$ cat src/rtl/core/egcd_pkg.sv
// Shared constants and control/status types for the extended GCD core.
// No dependencies.
`timescale 1ns / 1ps
package egcd_pkg;
    localparam int DATA_WIDTH_DEFAULT = 32;

    typedef struct packed {
        logic load;      // capture operands, start first division if second is nonzero
        logic div_start; // start a division of a_prev by a_cur
        logic update;    // apply quotient to the recurrence rows
        logic mul_step;  // run one multiply step
        logic finish;    // capture result into output register
    } egcd_cmd_t;

    typedef struct packed {
        logic div_done;
        logic rem_zero;
        logic zero_in;
        logic mul_done;
    } egcd_status_t;
endpackage

$ cat src/rtl/core/egcd_ctrl.sv
// Controller state machine for the extended GCD core.
// Depends on egcd_pkg.
`timescale 1ns / 1ps
module egcd_ctrl
(
    input  logic                  clk,
    input  logic                  rst_n,
    input  logic                  in_fire,
    input  logic                  out_busy,
    input  egcd_pkg::egcd_status_t status,
    output egcd_pkg::egcd_cmd_t   cmd,
    output logic                  idle
);
    typedef enum logic [4:0] {
        ST_IDLE = 5'b00001,
        ST_DIV  = 5'b00010,
        ST_MUL  = 5'b00100,
        ST_UPD  = 5'b01000,
        ST_DONE = 5'b10000
    } state_t;

    state_t state_reg, state_next;

    always_ff @(posedge clk or negedge rst_n)
    begin
        if (!rst_n)
            state_reg <= ST_IDLE;
        else
            state_reg <= state_next;
    end

    always_comb
    begin
        state_next = state_reg;
        cmd = '0;
        idle = 1'b0;
        case (state_reg)
            ST_IDLE:
            begin
                idle = 1'b1;
                if (in_fire)
                begin
                    cmd.load = 1'b1;
                    state_next = ST_DIV;
                end
            end
            ST_DIV:
            begin
                if (status.zero_in)
                    state_next = ST_DONE;
                else if (status.div_done)
                begin
                    if (status.rem_zero)
                        state_next = ST_DONE;
                    else
                        state_next = ST_MUL;
                end
            end
            ST_MUL:
            begin
                cmd.mul_step = 1'b1;
                if (status.mul_done)
                    state_next = ST_UPD;
            end
            ST_UPD:
            begin
                cmd.update = 1'b1;
                cmd.div_start = 1'b1;
                state_next = ST_DIV;
            end
            ST_DONE:
            begin
                if (!out_busy)
                begin
                    cmd.finish = 1'b1;
                    state_next = ST_IDLE;
                end
            end
            default: state_next = ST_IDLE;
        endcase
    end
endmodule

$ cat src/rtl/core/egcd_div.sv
// Restoring radix-2 truncating signed divider, one quotient bit per cycle.
// Depends on egcd_pkg for the default width.
`timescale 1ns / 1ps
module egcd_div
#(
    parameter int DATA_WIDTH = egcd_pkg::DATA_WIDTH_DEFAULT
)
(
    input  logic                  clk,
    input  logic                  rst_n,
    input  logic                  start,
    input  logic [DATA_WIDTH-1:0] dividend,
    input  logic [DATA_WIDTH-1:0] divisor,
    output logic                  done,
    output logic [DATA_WIDTH-1:0] quotient,
    output logic [DATA_WIDTH-1:0] remainder
);
    localparam int CW = $clog2(DATA_WIDTH + 1);

    logic [DATA_WIDTH-1:0] q_reg, b_reg;
    logic [DATA_WIDTH-1:0] r_reg;
    logic [CW-1:0]         cnt_reg;
    logic                  busy_reg, done_reg, qneg_reg, rneg_reg;
    logic [DATA_WIDTH:0]   trial;
    logic [DATA_WIDTH:0]   diff;
    logic [DATA_WIDTH-1:0] am, bm;

    assign am = dividend[DATA_WIDTH-1] ? (~dividend + 1'b1) : dividend;
    assign bm = divisor[DATA_WIDTH-1] ? (~divisor + 1'b1) : divisor;
    assign trial = {r_reg, q_reg[DATA_WIDTH-1]};
    assign diff = trial - {1'b0, b_reg};

    always_ff @(posedge clk or negedge rst_n)
    begin
        if (!rst_n)
        begin
            busy_reg <= 1'b0;
            done_reg <= 1'b0;
            cnt_reg  <= '0;
        end
        else
        begin
            done_reg <= 1'b0;
            if (start)
            begin
                busy_reg <= 1'b1;
                cnt_reg  <= CW'(DATA_WIDTH);
            end
            else if (busy_reg)
            begin
                cnt_reg <= cnt_reg - 1'b1;
                if (cnt_reg == CW'(1))
                begin
                    busy_reg <= 1'b0;
                    done_reg <= 1'b1;
                end
            end
        end
    end

    // Partial remainder stays below the divisor magnitude, so it fits in
    // DATA_WIDTH bits after every step.
    always_ff @(posedge clk)
    begin
        if (start)
        begin
            q_reg    <= am;
            b_reg    <= bm;
            r_reg    <= '0;
            qneg_reg <= dividend[DATA_WIDTH-1] ^ divisor[DATA_WIDTH-1];
            rneg_reg <= dividend[DATA_WIDTH-1];
        end
        else if (busy_reg)
        begin
            if (!diff[DATA_WIDTH])
            begin
                r_reg <= diff[DATA_WIDTH-1:0];
                q_reg <= {q_reg[DATA_WIDTH-2:0], 1'b1};
            end
            else
            begin
                r_reg <= trial[DATA_WIDTH-1:0];
                q_reg <= {q_reg[DATA_WIDTH-2:0], 1'b0};
            end
        end
    end

    assign done = done_reg;
    assign quotient = qneg_reg ? (~q_reg + 1'b1) : q_reg;
    assign remainder = rneg_reg ? (~r_reg + 1'b1) : r_reg;
endmodule

$ cat src/rtl/core/egcd_datapath.sv
// Datapath for the extended GCD core: recurrence rows, divider, multiplies.
// Depends on egcd_pkg and egcd_div.
`timescale 1ns / 1ps
module egcd_datapath
#(
    parameter int DATA_WIDTH = egcd_pkg::DATA_WIDTH_DEFAULT
)
(
    input  logic                   clk,
    input  logic                   rst_n,
    input  egcd_pkg::egcd_cmd_t    cmd,
    output egcd_pkg::egcd_status_t status,
    input  logic [DATA_WIDTH-1:0]  first_in,
    input  logic [DATA_WIDTH-1:0]  second_in,
    output logic [DATA_WIDTH-1:0]  res_a,
    output logic [DATA_WIDTH-1:0]  res_x,
    output logic [DATA_WIDTH-1:0]  res_y,
    output logic                   res_zero
);
    localparam int HW = (DATA_WIDTH + 1) / 2;

    logic [DATA_WIDTH-1:0] ac_reg, xp_reg, xc_reg, yp_reg, yc_reg;
    logic [DATA_WIDTH-1:0] px_reg, py_reg;
    logic                  zero_reg, ph_reg;
    logic                  div_start;
    logic                  div_done;
    logic [DATA_WIDTH-1:0] q, r;
    logic [HW-1:0]         qpart;
    logic [DATA_WIDTH-1:0] qext, mx, my;

    // The previous row's value only feeds the divider, which holds it.
    assign div_start = cmd.div_start || (cmd.load && (second_in != '0));

    egcd_div #(.DATA_WIDTH(DATA_WIDTH)) u_div (
        .clk       (clk),
        .rst_n     (rst_n),
        .start     (div_start),
        .dividend  (cmd.load ? first_in : ac_reg),
        .divisor   (cmd.load ? second_in : r),
        .done      (div_done),
        .quotient  (q),
        .remainder (r)
    );

    // Two half-width partial products per coefficient, low half first.
    assign qpart = ph_reg ? HW'(q >> HW) : q[HW-1:0];
    assign qext = DATA_WIDTH'(qpart);
    assign mx = DATA_WIDTH'(qext * (ph_reg ? (xc_reg << HW) : xc_reg));
    assign my = DATA_WIDTH'(qext * (ph_reg ? (yc_reg << HW) : yc_reg));

    always_ff @(posedge clk or negedge rst_n)
    begin
        if (!rst_n)
            ph_reg <= 1'b0;
        else if (cmd.mul_step)
            ph_reg <= ~ph_reg;
        else
            ph_reg <= 1'b0;
    end

    always_ff @(posedge clk)
    begin
        if (cmd.load)
        begin
            ac_reg   <= second_in;
            xp_reg   <= DATA_WIDTH'(1);
            xc_reg   <= '0;
            yp_reg   <= '0;
            yc_reg   <= DATA_WIDTH'(1);
            zero_reg <= (second_in == '0);
        end
        else if (cmd.mul_step)
        begin
            if (!ph_reg)
            begin
                px_reg <= mx;
                py_reg <= my;
            end
            else
            begin
                px_reg <= px_reg + mx;
                py_reg <= py_reg + my;
            end
        end
        else if (cmd.update)
        begin
            ac_reg <= r;
            xp_reg <= xc_reg;
            xc_reg <= xp_reg - px_reg;
            yp_reg <= yc_reg;
            yc_reg <= yp_reg - py_reg;
        end
    end

    assign status.div_done = div_done;
    assign status.rem_zero = (r == '0);
    assign status.zero_in  = zero_reg;
    assign status.mul_done = ph_reg;
    assign res_a    = zero_reg ? '0 : ac_reg;
    assign res_x    = zero_reg ? '0 : xc_reg;
    assign res_y    = zero_reg ? '0 : yc_reg;
    assign res_zero = zero_reg;
endmodule

$ cat src/rtl/core/extended_gcd_core.sv
// Top level of the extended GCD core: controller, datapath, output register.
// Depends on egcd_pkg, egcd_ctrl, egcd_datapath.
//
// Usage:
//   Input channel (valid/ready) carries one word: first_value, second_value.
//   Output channel (valid/ready) carries divisor, coef_first, coef_second
//   and zero_divisor, with divisor = coef_first*first + coef_second*second
//   modulo 2^DATA_WIDTH. A zero second_value raises zero_divisor and gives
//   zeros elsewhere.
//   Each Euclid step runs one shared radix-2 divider, then two half-width
//   multiply steps and one update step; about 46 Euclid steps worst case
//   at 32 bits. One word is in flight at a time.
//   The result sits in an output register; the next word is accepted while
//   it waits. If the receiver stalls with a second result ready, the core
//   holds that result internally until the output register frees.
//   Reset clears the controller and the output valid; no word is pending.
`timescale 1ns / 1ps
module extended_gcd_core
#(
    parameter int DATA_WIDTH = egcd_pkg::DATA_WIDTH_DEFAULT
)
(
    input  logic                  clk,
    input  logic                  rst_n,
    input  logic                  in_valid,
    output logic                  in_ready,
    input  logic [DATA_WIDTH-1:0] first_value,
    input  logic [DATA_WIDTH-1:0] second_value,
    output logic                  out_valid,
    input  logic                  out_ready,
    output logic [DATA_WIDTH-1:0] divisor,
    output logic [DATA_WIDTH-1:0] coef_first,
    output logic [DATA_WIDTH-1:0] coef_second,
    output logic                  zero_divisor
);
    egcd_pkg::egcd_cmd_t    cmd;
    egcd_pkg::egcd_status_t status;
    logic                   idle;
    logic                   out_valid_reg;
    logic [DATA_WIDTH-1:0]  div_reg, cf_reg, cs_reg;
    logic                   zd_reg;
    logic [DATA_WIDTH-1:0]  res_a, res_x, res_y;
    logic                   res_zero;

    assign in_ready = idle;

    egcd_ctrl u_ctrl (
        .clk      (clk),
        .rst_n    (rst_n),
        .in_fire  (in_valid && idle),
        .out_busy (out_valid_reg && !out_ready),
        .status   (status),
        .cmd      (cmd),
        .idle     (idle)
    );

    egcd_datapath #(.DATA_WIDTH(DATA_WIDTH)) u_dp (
        .clk       (clk),
        .rst_n     (rst_n),
        .cmd       (cmd),
        .status    (status),
        .first_in  (first_value),
        .second_in (second_value),
        .res_a     (res_a),
        .res_x     (res_x),
        .res_y     (res_y),
        .res_zero  (res_zero)
    );

    // Hold the result until taken; load a new one on finish.
    always_ff @(posedge clk or negedge rst_n)
    begin
        if (!rst_n)
            out_valid_reg <= 1'b0;
        else if (cmd.finish)
            out_valid_reg <= 1'b1;
        else if (out_ready)
            out_valid_reg <= 1'b0;
    end

    always_ff @(posedge clk)
    begin
        if (cmd.finish)
        begin
            div_reg <= res_a;
            cf_reg  <= res_x;
            cs_reg  <= res_y;
            zd_reg  <= res_zero;
        end
    end

    assign out_valid    = out_valid_reg;
    assign divisor      = div_reg;
    assign coef_first   = cf_reg;
    assign coef_second  = cs_reg;
    assign zero_divisor = zd_reg;
endmodule

$ cat config.mk
export PLATFORM = sky130hd
export DESIGN_NAME = extended_gcd_core
export DESIGN_NICKNAME = d
export VERILOG_FILES = /design/src/rtl/core/egcd_pkg.sv /design/src/rtl/core/egcd_ctrl.sv /design/src/rtl/core/egcd_div.sv /design/src/rtl/core/egcd_datapath.sv /design/src/rtl/core/extended_gcd_core.sv
export SDC_FILE = /design/constraint.sdc
export NUM_CORES = 2
export LEC_CHECK = 0
export BUFFER_PORTS_ARGS = -buffer_cell sky130_fd_sc_hd__buf_2
export CAP_MARGIN = 20
export CORE_ASPECT_RATIO = 1.25
export CORE_MARGIN = 10
export CORE_UTILIZATION = 50
export DETAILED_ROUTE_END_ITERATION = 8
export PLACE_DENSITY_LB_ADDON = 0.3
export RECOVER_POWER = 50
export SLEW_MARGIN = 20
export SYNTH_ARGS = -nofsm -noshare
export SYNTH_HDL_FRONTEND = slang
export SYNTH_SLANG_ARGS = --single-unit
$ cat constraint.sdc
create_clock -name clk -period 19.17 [get_ports clk]
set_input_delay 2.8755 -clock clk [delete_from_list [all_inputs] [get_ports clk]]
set_output_delay 2.8755 -clock clk [all_outputs]
set_load 0.01 [all_outputs]
---- Word level (Yosys, flattened, before mapping) ----
Index checks and enable logic that the tools add are counted.
W data, S select, Z words.
word-level totals
  flip-flop bits (word level) ............. 435
  bits of input ports ..................... 68
  output and inout port bits .............. 99
  word-level logic and storage cells ...... 113
cells by class
  $add $sub $neg .......................... 10
  $mul .................................... 2
  equal/unequal tests ..................... 11
  multiplexer cells ....................... 43
  bitwise gates (word level) .............. 8
  reduce and logical (&&, ||, !) cells .... 15
operators with widths
  cell                     number
  $mux W32                 15
  $add A32 B1 Y32 const B  4
  $not A32 Y32             4
  $add A32 B32 Y32         2
  $logic_not A32 Y1        2
  $mul A16 B32 Y32         2
  $sub A32 B32 Y32         2
  $sub A33 B32 Y33         1
  $reduce_bool A32 Y1      1
  $mux W31                 1
  $mux W5                  6
  $pmux W5 S5              1
  $mux W1                  16
  $mux W16                 1
  $mux W6                  2
  $eq A6 B1 Y1 const B     1
  $ne A2 B1 Y1 const B     3
  $reduce_and A2 Y1        3
  $reduce_bool A2 Y1       3
  $sub A6 B1 Y6 const B    1
  $eq A5 B1 Y1 const B     1
  $eq A5 B2 Y1 const B     1
  $eq A5 B3 Y1 const B     1
  $eq A5 B4 Y1 const B     1
  other kinds (10)         14

---- Depth between registers and ports, before layout ----
  depth in word-level cells ............... 10
  depth in mapped cells ................... 43
  depth with buffers taken out ............ 40

---- By module ----
From an unflattened synthesis, not the netlist that was laid out.
unflattened totals
  cells, all modules ...................... 5712
  area, all modules ....................... 51112.8 µm²
by module, submodules not included
  module             instances  cells each  area each (µm²)  seq. area each (µm²)
  egcd_datapath      1          4577        39235.1          5500.3
  egcd_div           1          999         8599.5           2822.7
  extended_gcd_core  1          101         2964.1           2937.8
  egcd_ctrl          1          35          314.1            126.4

---- Worst setup path after synthesis ----
No wires, ideal clock.
  path kind ............................... flip-flop to flip-flop
  start ................................... register u_dp.u_div.q_reg[0]
  end ..................................... register u_dp.px_reg[30] (data pin)
  setup time .............................. 260 ps
  arrival ................................. 9830 ps
  required time ........................... 18910 ps
  setup slack ............................. 9080 ps
  stages on the path, launching flop included .. 38
  path buffers ............................ 2
  clock period less this slack ............ 10090 ps
  cell sequence ........................... edfxtp_1 -> inv_1 -> clkbuf_1 -> ha_1 -> nor3b_1 -> nand4_1 -> or4b_2 -> nand4_1 -> clkbuf_1 -> nor2_1 -> fa_1 -> inv_1 -> fa_1 -> fa_1 -> inv_1 -> fa_1 -> fa_1 -> inv_1 -> [2 not listed] -> ha_1 -> a21oi_1 -> o21ai_0 -> o31a_1 -> o21ai_0 -> o21bai_1 -> a21o_1 -> a21o_1 -> a21oi_1 -> xnor2_1 -> ha_1 -> a21o_1 -> a2111oi_0 -> o21ai_0 -> a31o_2 -> a31oi_1 -> xnor2_1 -> mux2_2
on the way
  word-level cells in the longest chain between the ends .. 7
RTL lines
  element                 RTL line             text
  from (decl)             egcd_div.sv:20       logic [DATA_WIDTH-1:0] q_reg, b_reg;
  from (signal assigned)  egcd_div.sv:67       q_reg <= am;
  from (signal assigned)  egcd_div.sv:78       q_reg <= {q_reg[DATA_WIDTH-2:0], 1'b1};
  from (signal assigned)  egcd_div.sv:83       q_reg <= {q_reg[DATA_WIDTH-2:0], 1'b0};
  $not A32 Y32            egcd_div.sv:89       assign quotient = qneg_reg ? (~q_reg + 1'b1) : q_reg;
  $add A32 B1 Y32         egcd_div.sv:89
  $mux W32 *              egcd_div.sv:89
  $mux W16 *              egcd_datapath.sv:46  assign qpart = ph_reg ? HW'(q >> HW) : q[HW-1:0];
  $mul A16 B32 Y32 *      egcd_datapath.sv:48  assign mx = DATA_WIDTH'(qext * (ph_reg ? (xc_reg << HW) : xc_reg));
  $add A32 B32 Y32        egcd_datapath.sv:81  px_reg <= px_reg + mx;
  $mux W32 *              egcd_datapath.sv:74  if (!ph_reg)
  to (signal assigned)    egcd_datapath.sv:76  px_reg <= mx;
  to (signal assigned)    egcd_datapath.sv:81
  to (decl)               egcd_datapath.sv:23  logic [DATA_WIDTH-1:0] px_reg, py_reg;
Mark *: on every way between the ends. The rest lies on a longest branch, timed or not.
A chain may end at the register's enable or synchronous reset.

---- Final worst setup path ----
  start ................................... register u_dp.ph_reg
  end ..................................... register u_dp.px_reg[31] (data pin)
on the way
  word-level cells in the longest chain between the ends .. 4
  elaborated cells between the ends (all ways) .. 5
  those cells by class .................... add/sub: 1; mul: 1; mux: 3
RTL lines
  element                                      RTL line                                  text
  from (decl)                                  egcd_datapath.sv:24                       logic zero_reg, ph_reg;
  from (signal assigned)                       egcd_datapath.sv:56                       ph_reg <= ~ph_reg;
  $mux W16 / $mux W32 (equally long branches)  egcd_datapath.sv:46, egcd_datapath.sv:48
  $mul A16 B32 Y32                             egcd_datapath.sv:48
  $add A32 B32 Y32                             egcd_datapath.sv:81
  $mux W32 *                                   egcd_datapath.sv:74
Marks and branches as above.

==> impl_metrics.csv <==
group,metric,value,unit
yosys,async_flop_share,3.45,%
layout,postLayoutCoreUtil,53.9,%
critical_path,cpMaxStageDelayCell,"clkinvlp_2",
global_route,grt_start_max_net_pins,123,
route,post_drt_wl_per_cell,21.5,microns
yosys,synth_seq_area_share,22.6,%
yosys,ys_ff_latch,435,
clock_tree,clk_path_buf_depth,3,
layout,finalNonFillerCells,7148,
route,routed_wl,154000,microns
clock_tree,h-tree-depth,2,
clock_tree,clock_sinks,435,
yosys,synth_ff_type,"edfxtp_1",
yosys,syn_avg_cell_area,8.76,sq um
global_route,met3_usage,4.53,%
yosys,synth_cells,5757,
critical_path,critPathKind,"reg -> reg",
layout,register_area,11400,sq um
clock_tree,numCtsBuffers,49,
hold_path,worst_hold_path_type,"reg -> reg",
clock_tree,root_buffer,"clkbuf_16",
critical_path,required,19.55,ns
critical_path,worst_path_largest_cell_delay,1.99,ns
clock_tree,holdBufCountCts,0,
global_route,globalRoute.busiestLayer,"met2",
layout,num-nets-final,6761,
timing,fmax,0.0744,GHz
clock_tree,cts_tree,"built",
global_route,antenna_found_initial,10,
job,drv_cap,9,
critical_path,startpoint_type,"flip-flop",
global_route,grt.overflow.total,0,
global_route,grt_pass1_vias,42000,
global_route,use_met1,30.9,%
clock_tree,path_clk_slew,0.06,ns
route,firstDrtPassIters,6,
layout,drive_gt1_share,5.42,%
die,core,100000,sq um
clock_tree,clk_latency,0.65,ns
placed_design,dp_hpwl,119000,microns
critical_path,cp.arrival,13.82,ns
route,drtIter0Drc,3121,
global_route,grtUsageTotal,26.4,%
yosys,synthDistinctLibCells,95,
die,io_pins,167,
layout,fill_cells,9144,
critical_path,cp-end-kind,"flip-flop",
die,die_area,114000,sq um
placed_design,place.port_buffers,166,
timing,rsz0062_at_grt,"false",
placed_design,placedCellCount,7053,
critical_path,critPathMostFrequentCell,"fa_1",
placed_design,gp_congestion,0.953,
route,vias,41200,
timing,finalCriticalPeriod,13.44,ns
die,start_util,50.3,%
global_route,grt_pass1_wl,238000,microns
yosys,syn-cell-area,50400,sq um
route,drc,0,
clock_tree,cts-resized-gates,0,
run_status,violations,"capacitance limit, slew limit",
die,die_w,304,microns
run_status,status,"complete, but fails checks",
timing,maxSlewViolCount,477,
clock_tree,post-cts-setup-buffers,0,
timing,max-slew-margin-rel,-192,%
route,antenna_left,0,
yosys,synth_nets,6734,
critical_path,crit_fanout,57,
yosys,synth_edf_count,260,
route,post_drt_via_cell_ratio,5.76,
die,die_h,375,microns
timing,fin_crit_sh,70.1,%
die,rows,130,
timing,setup_violations,0,
timing,finalSetupTns,0,ns
yosys,ys_warn_count,0,
layout,multi_input_area,35000,sq um
layout,area_growth,7.30,%
timing,hold_violations,0,
timing,worstMarginPinSlew,4.39,ns
timing,clock_skew,0.0378,ns
global_route,grt_util_met2,45.2,%
-- Yosys cell counts (7+ instances only) --
| cell | n | area share [%] |
|---|---|---|
| and3_1 | 25 | 0.31 |
| o41ai_1 | 18 | 0.31 |
| inv_1 | 843 | 6.3 |
| a21o_1 | 103 | 1.5 |
| or3_1 | 25 | 0.31 |
| nor3_1 | 63 | 0.62 |
| o21bai_1 | 23 | 0.34 |
| nand3_1 | 60 | 0.60 |
| mux2i_1 | 61 | 1.2 |
| nor4_1 | 25 | 0.31 |
| edfxtp_1 | 260 | 15 |
| a211oi_1 | 27 | 0.40 |
| nor2b_1 | 149 | 1.8 |
| dfrtp_1 | 14 | 0.69 |
| nand3b_1 | 13 | 0.19 |
| nand2b_1 | 40 | 0.50 |
| mux2_2 | 45 | 1.0 |
| ha_1 | 296 | 7.3 |
| o211ai_1 | 18 | 0.27 |
| or4_1 | 14 | 0.21 |
| dfxtp_1 | 160 | 6.3 |
| o31a_1 | 11 | 0.19 |
| clkbuf_1 | 230 | 1.7 |
| buf_1 | 25 | 0.19 |
| xnor2_1 | 192 | 3.3 |
| o21a_1 | 42 | 0.62 |
| nand4_1 | 16 | 0.20 |
| a31oi_1 | 24 | 0.30 |
| xor2_1 | 147 | 2.6 |
| o21ai_0 | 259 | 2.6 |
| o22ai_1 | 11 | 0.14 |
| a22o_1 | 65 | 1.1 |
| nor2_1 | 496 | 3.7 |
| a21boi_0 | 13 | 0.19 |
| o31ai_1 | 32 | 0.48 |
| and2_1 | 34 | 0.42 |
| and4_1 | 8 | 0.14 |
| or2_2 | 16 | 0.20 |
| nand2_1 | 820 | 6.1 |
| a21oi_1 | 287 | 2.8 |
| fa_1 | 613 | 24 |
| a41oi_1 | 9 | 0.16 |
| a211o_1 | 7 | 0.12 |
-- path summary, 6_finish.rpt --
kind                                    to      startpoint  cells after the start  slack (ns)
setup / recovery           u_dp.px_reg[31]     u_dp.ph_reg                     36        5.73
hold / removal              u_dp.yp_reg[5]  u_dp.yp_reg[5]                      2        0.46
setup reg to reg           u_dp.px_reg[31]     u_dp.ph_reg                     36        5.73
hold reg to reg             u_dp.yp_reg[5]  u_dp.yp_reg[5]                      2        0.46
max in group asynchronous      u_dp.ph_reg           rst_n                      1       16.14
min in group asynchronous        out_valid           rst_n                      1        2.35
-- worst max-delay path, delay by kind of cell, from the launching register on --
| kind | cells | cell delay, ns |
|---|---|---|
| buffers and inverters | 7 | 3.91 |
| adders and majority gates | 8 | 3.71 |
| AOI/OAI and AO/OA | 12 | 2.52 |
| and+or+nand+nor | 6 | 1.74 |
| DFF | 1 | 0.75 |
| muxes | 1 | 0.24 |
| xor gates and xnor gates | 2 | 0.19 |
-- cells in the final DEF (no fill, tap or decap), drive strengths merged, types with 18 or more instances in the layout --
cell    netlist  final
a211oi       27     27
a21o        103    103
a21oi       287    287
a22o         65     65
a31oi        24     24
and2         35     35
and3         25     25
buf          30    128
clkbuf      230    164
clkinv        2     22
dfxtp       160    160
edfxtp      260    260
fa          613    613
ha          296    296
inv         843    846
mux2         48     48
mux2i        61     61
nand2       820    820
nand2b       40     40
nand3        60     60
nor2        496    496
nor2b       149    149
nor3         64     64
nor4         26     26
o211ai       18     18
o21a         42     42
o21ai       262    262
o21bai       23     23
o31ai        33     33
o41ai        19     19
or2          19     19
or3          26     26
or4          18     18
xnor2       192    192
xor2        147    147
-- routing by layer --
metal  vias up  share of wire [%]
li1      18800                  -
met4         6                6.6
met3       472                7.4
met2      1632                 48
met5         -              0.022
met1     20300                 38
-- area by class of cell --
cell class                      count  share of cell area [%]
Clock buffer                       56                    2.39
Clock inverter                     36                   0.705
Tap cell                         1320                    3.05
Timing Repair Buffer              236                    2.25
Antenna cell                        3                  0.0139
Sequential cell                   435                    21.0
Inverter                          845                    5.86
Multi-Input combinational cell   4217                    64.7
-- logic make-up (layout without fill, tap and decap cells) --
group | after synthesis | after routing | synth area share [%]
AND/OR/NAND/NOR | 1837 | 1837 | 16.2
buffers and inverters | 1105 | 1173 | 8.26
AO/OA/AOI/OAI | 1017 | 1017 | 12.8
adder cells (fa/ha/maj) | 909 | 909 | 31.7
flip-flops | 435 | 435 | 22.6
XOR/XNOR | 345 | 345 | 6.15
multiplexers | 109 | 109 | 2.28
other | 0 | 3 | 0
-- per-stage QoR --
stage          setup WS (ns)  instance area [sq um]  hold WS (ns)
2_1_floorplan           9.08                  50400         0.429
3_3_place_gp            8.14                  52600         0.445
3_5_place_dp            7.96                  52600         0.449
4_1_cts                 7.95                  54300         0.463
5_1_grt                 4.94                  54100         0.495
6_report                5.73                  54100         0.459
Power is not shown: default switching activity piles up to over one toggle a cycle in this logic, so the estimate is an artifact.
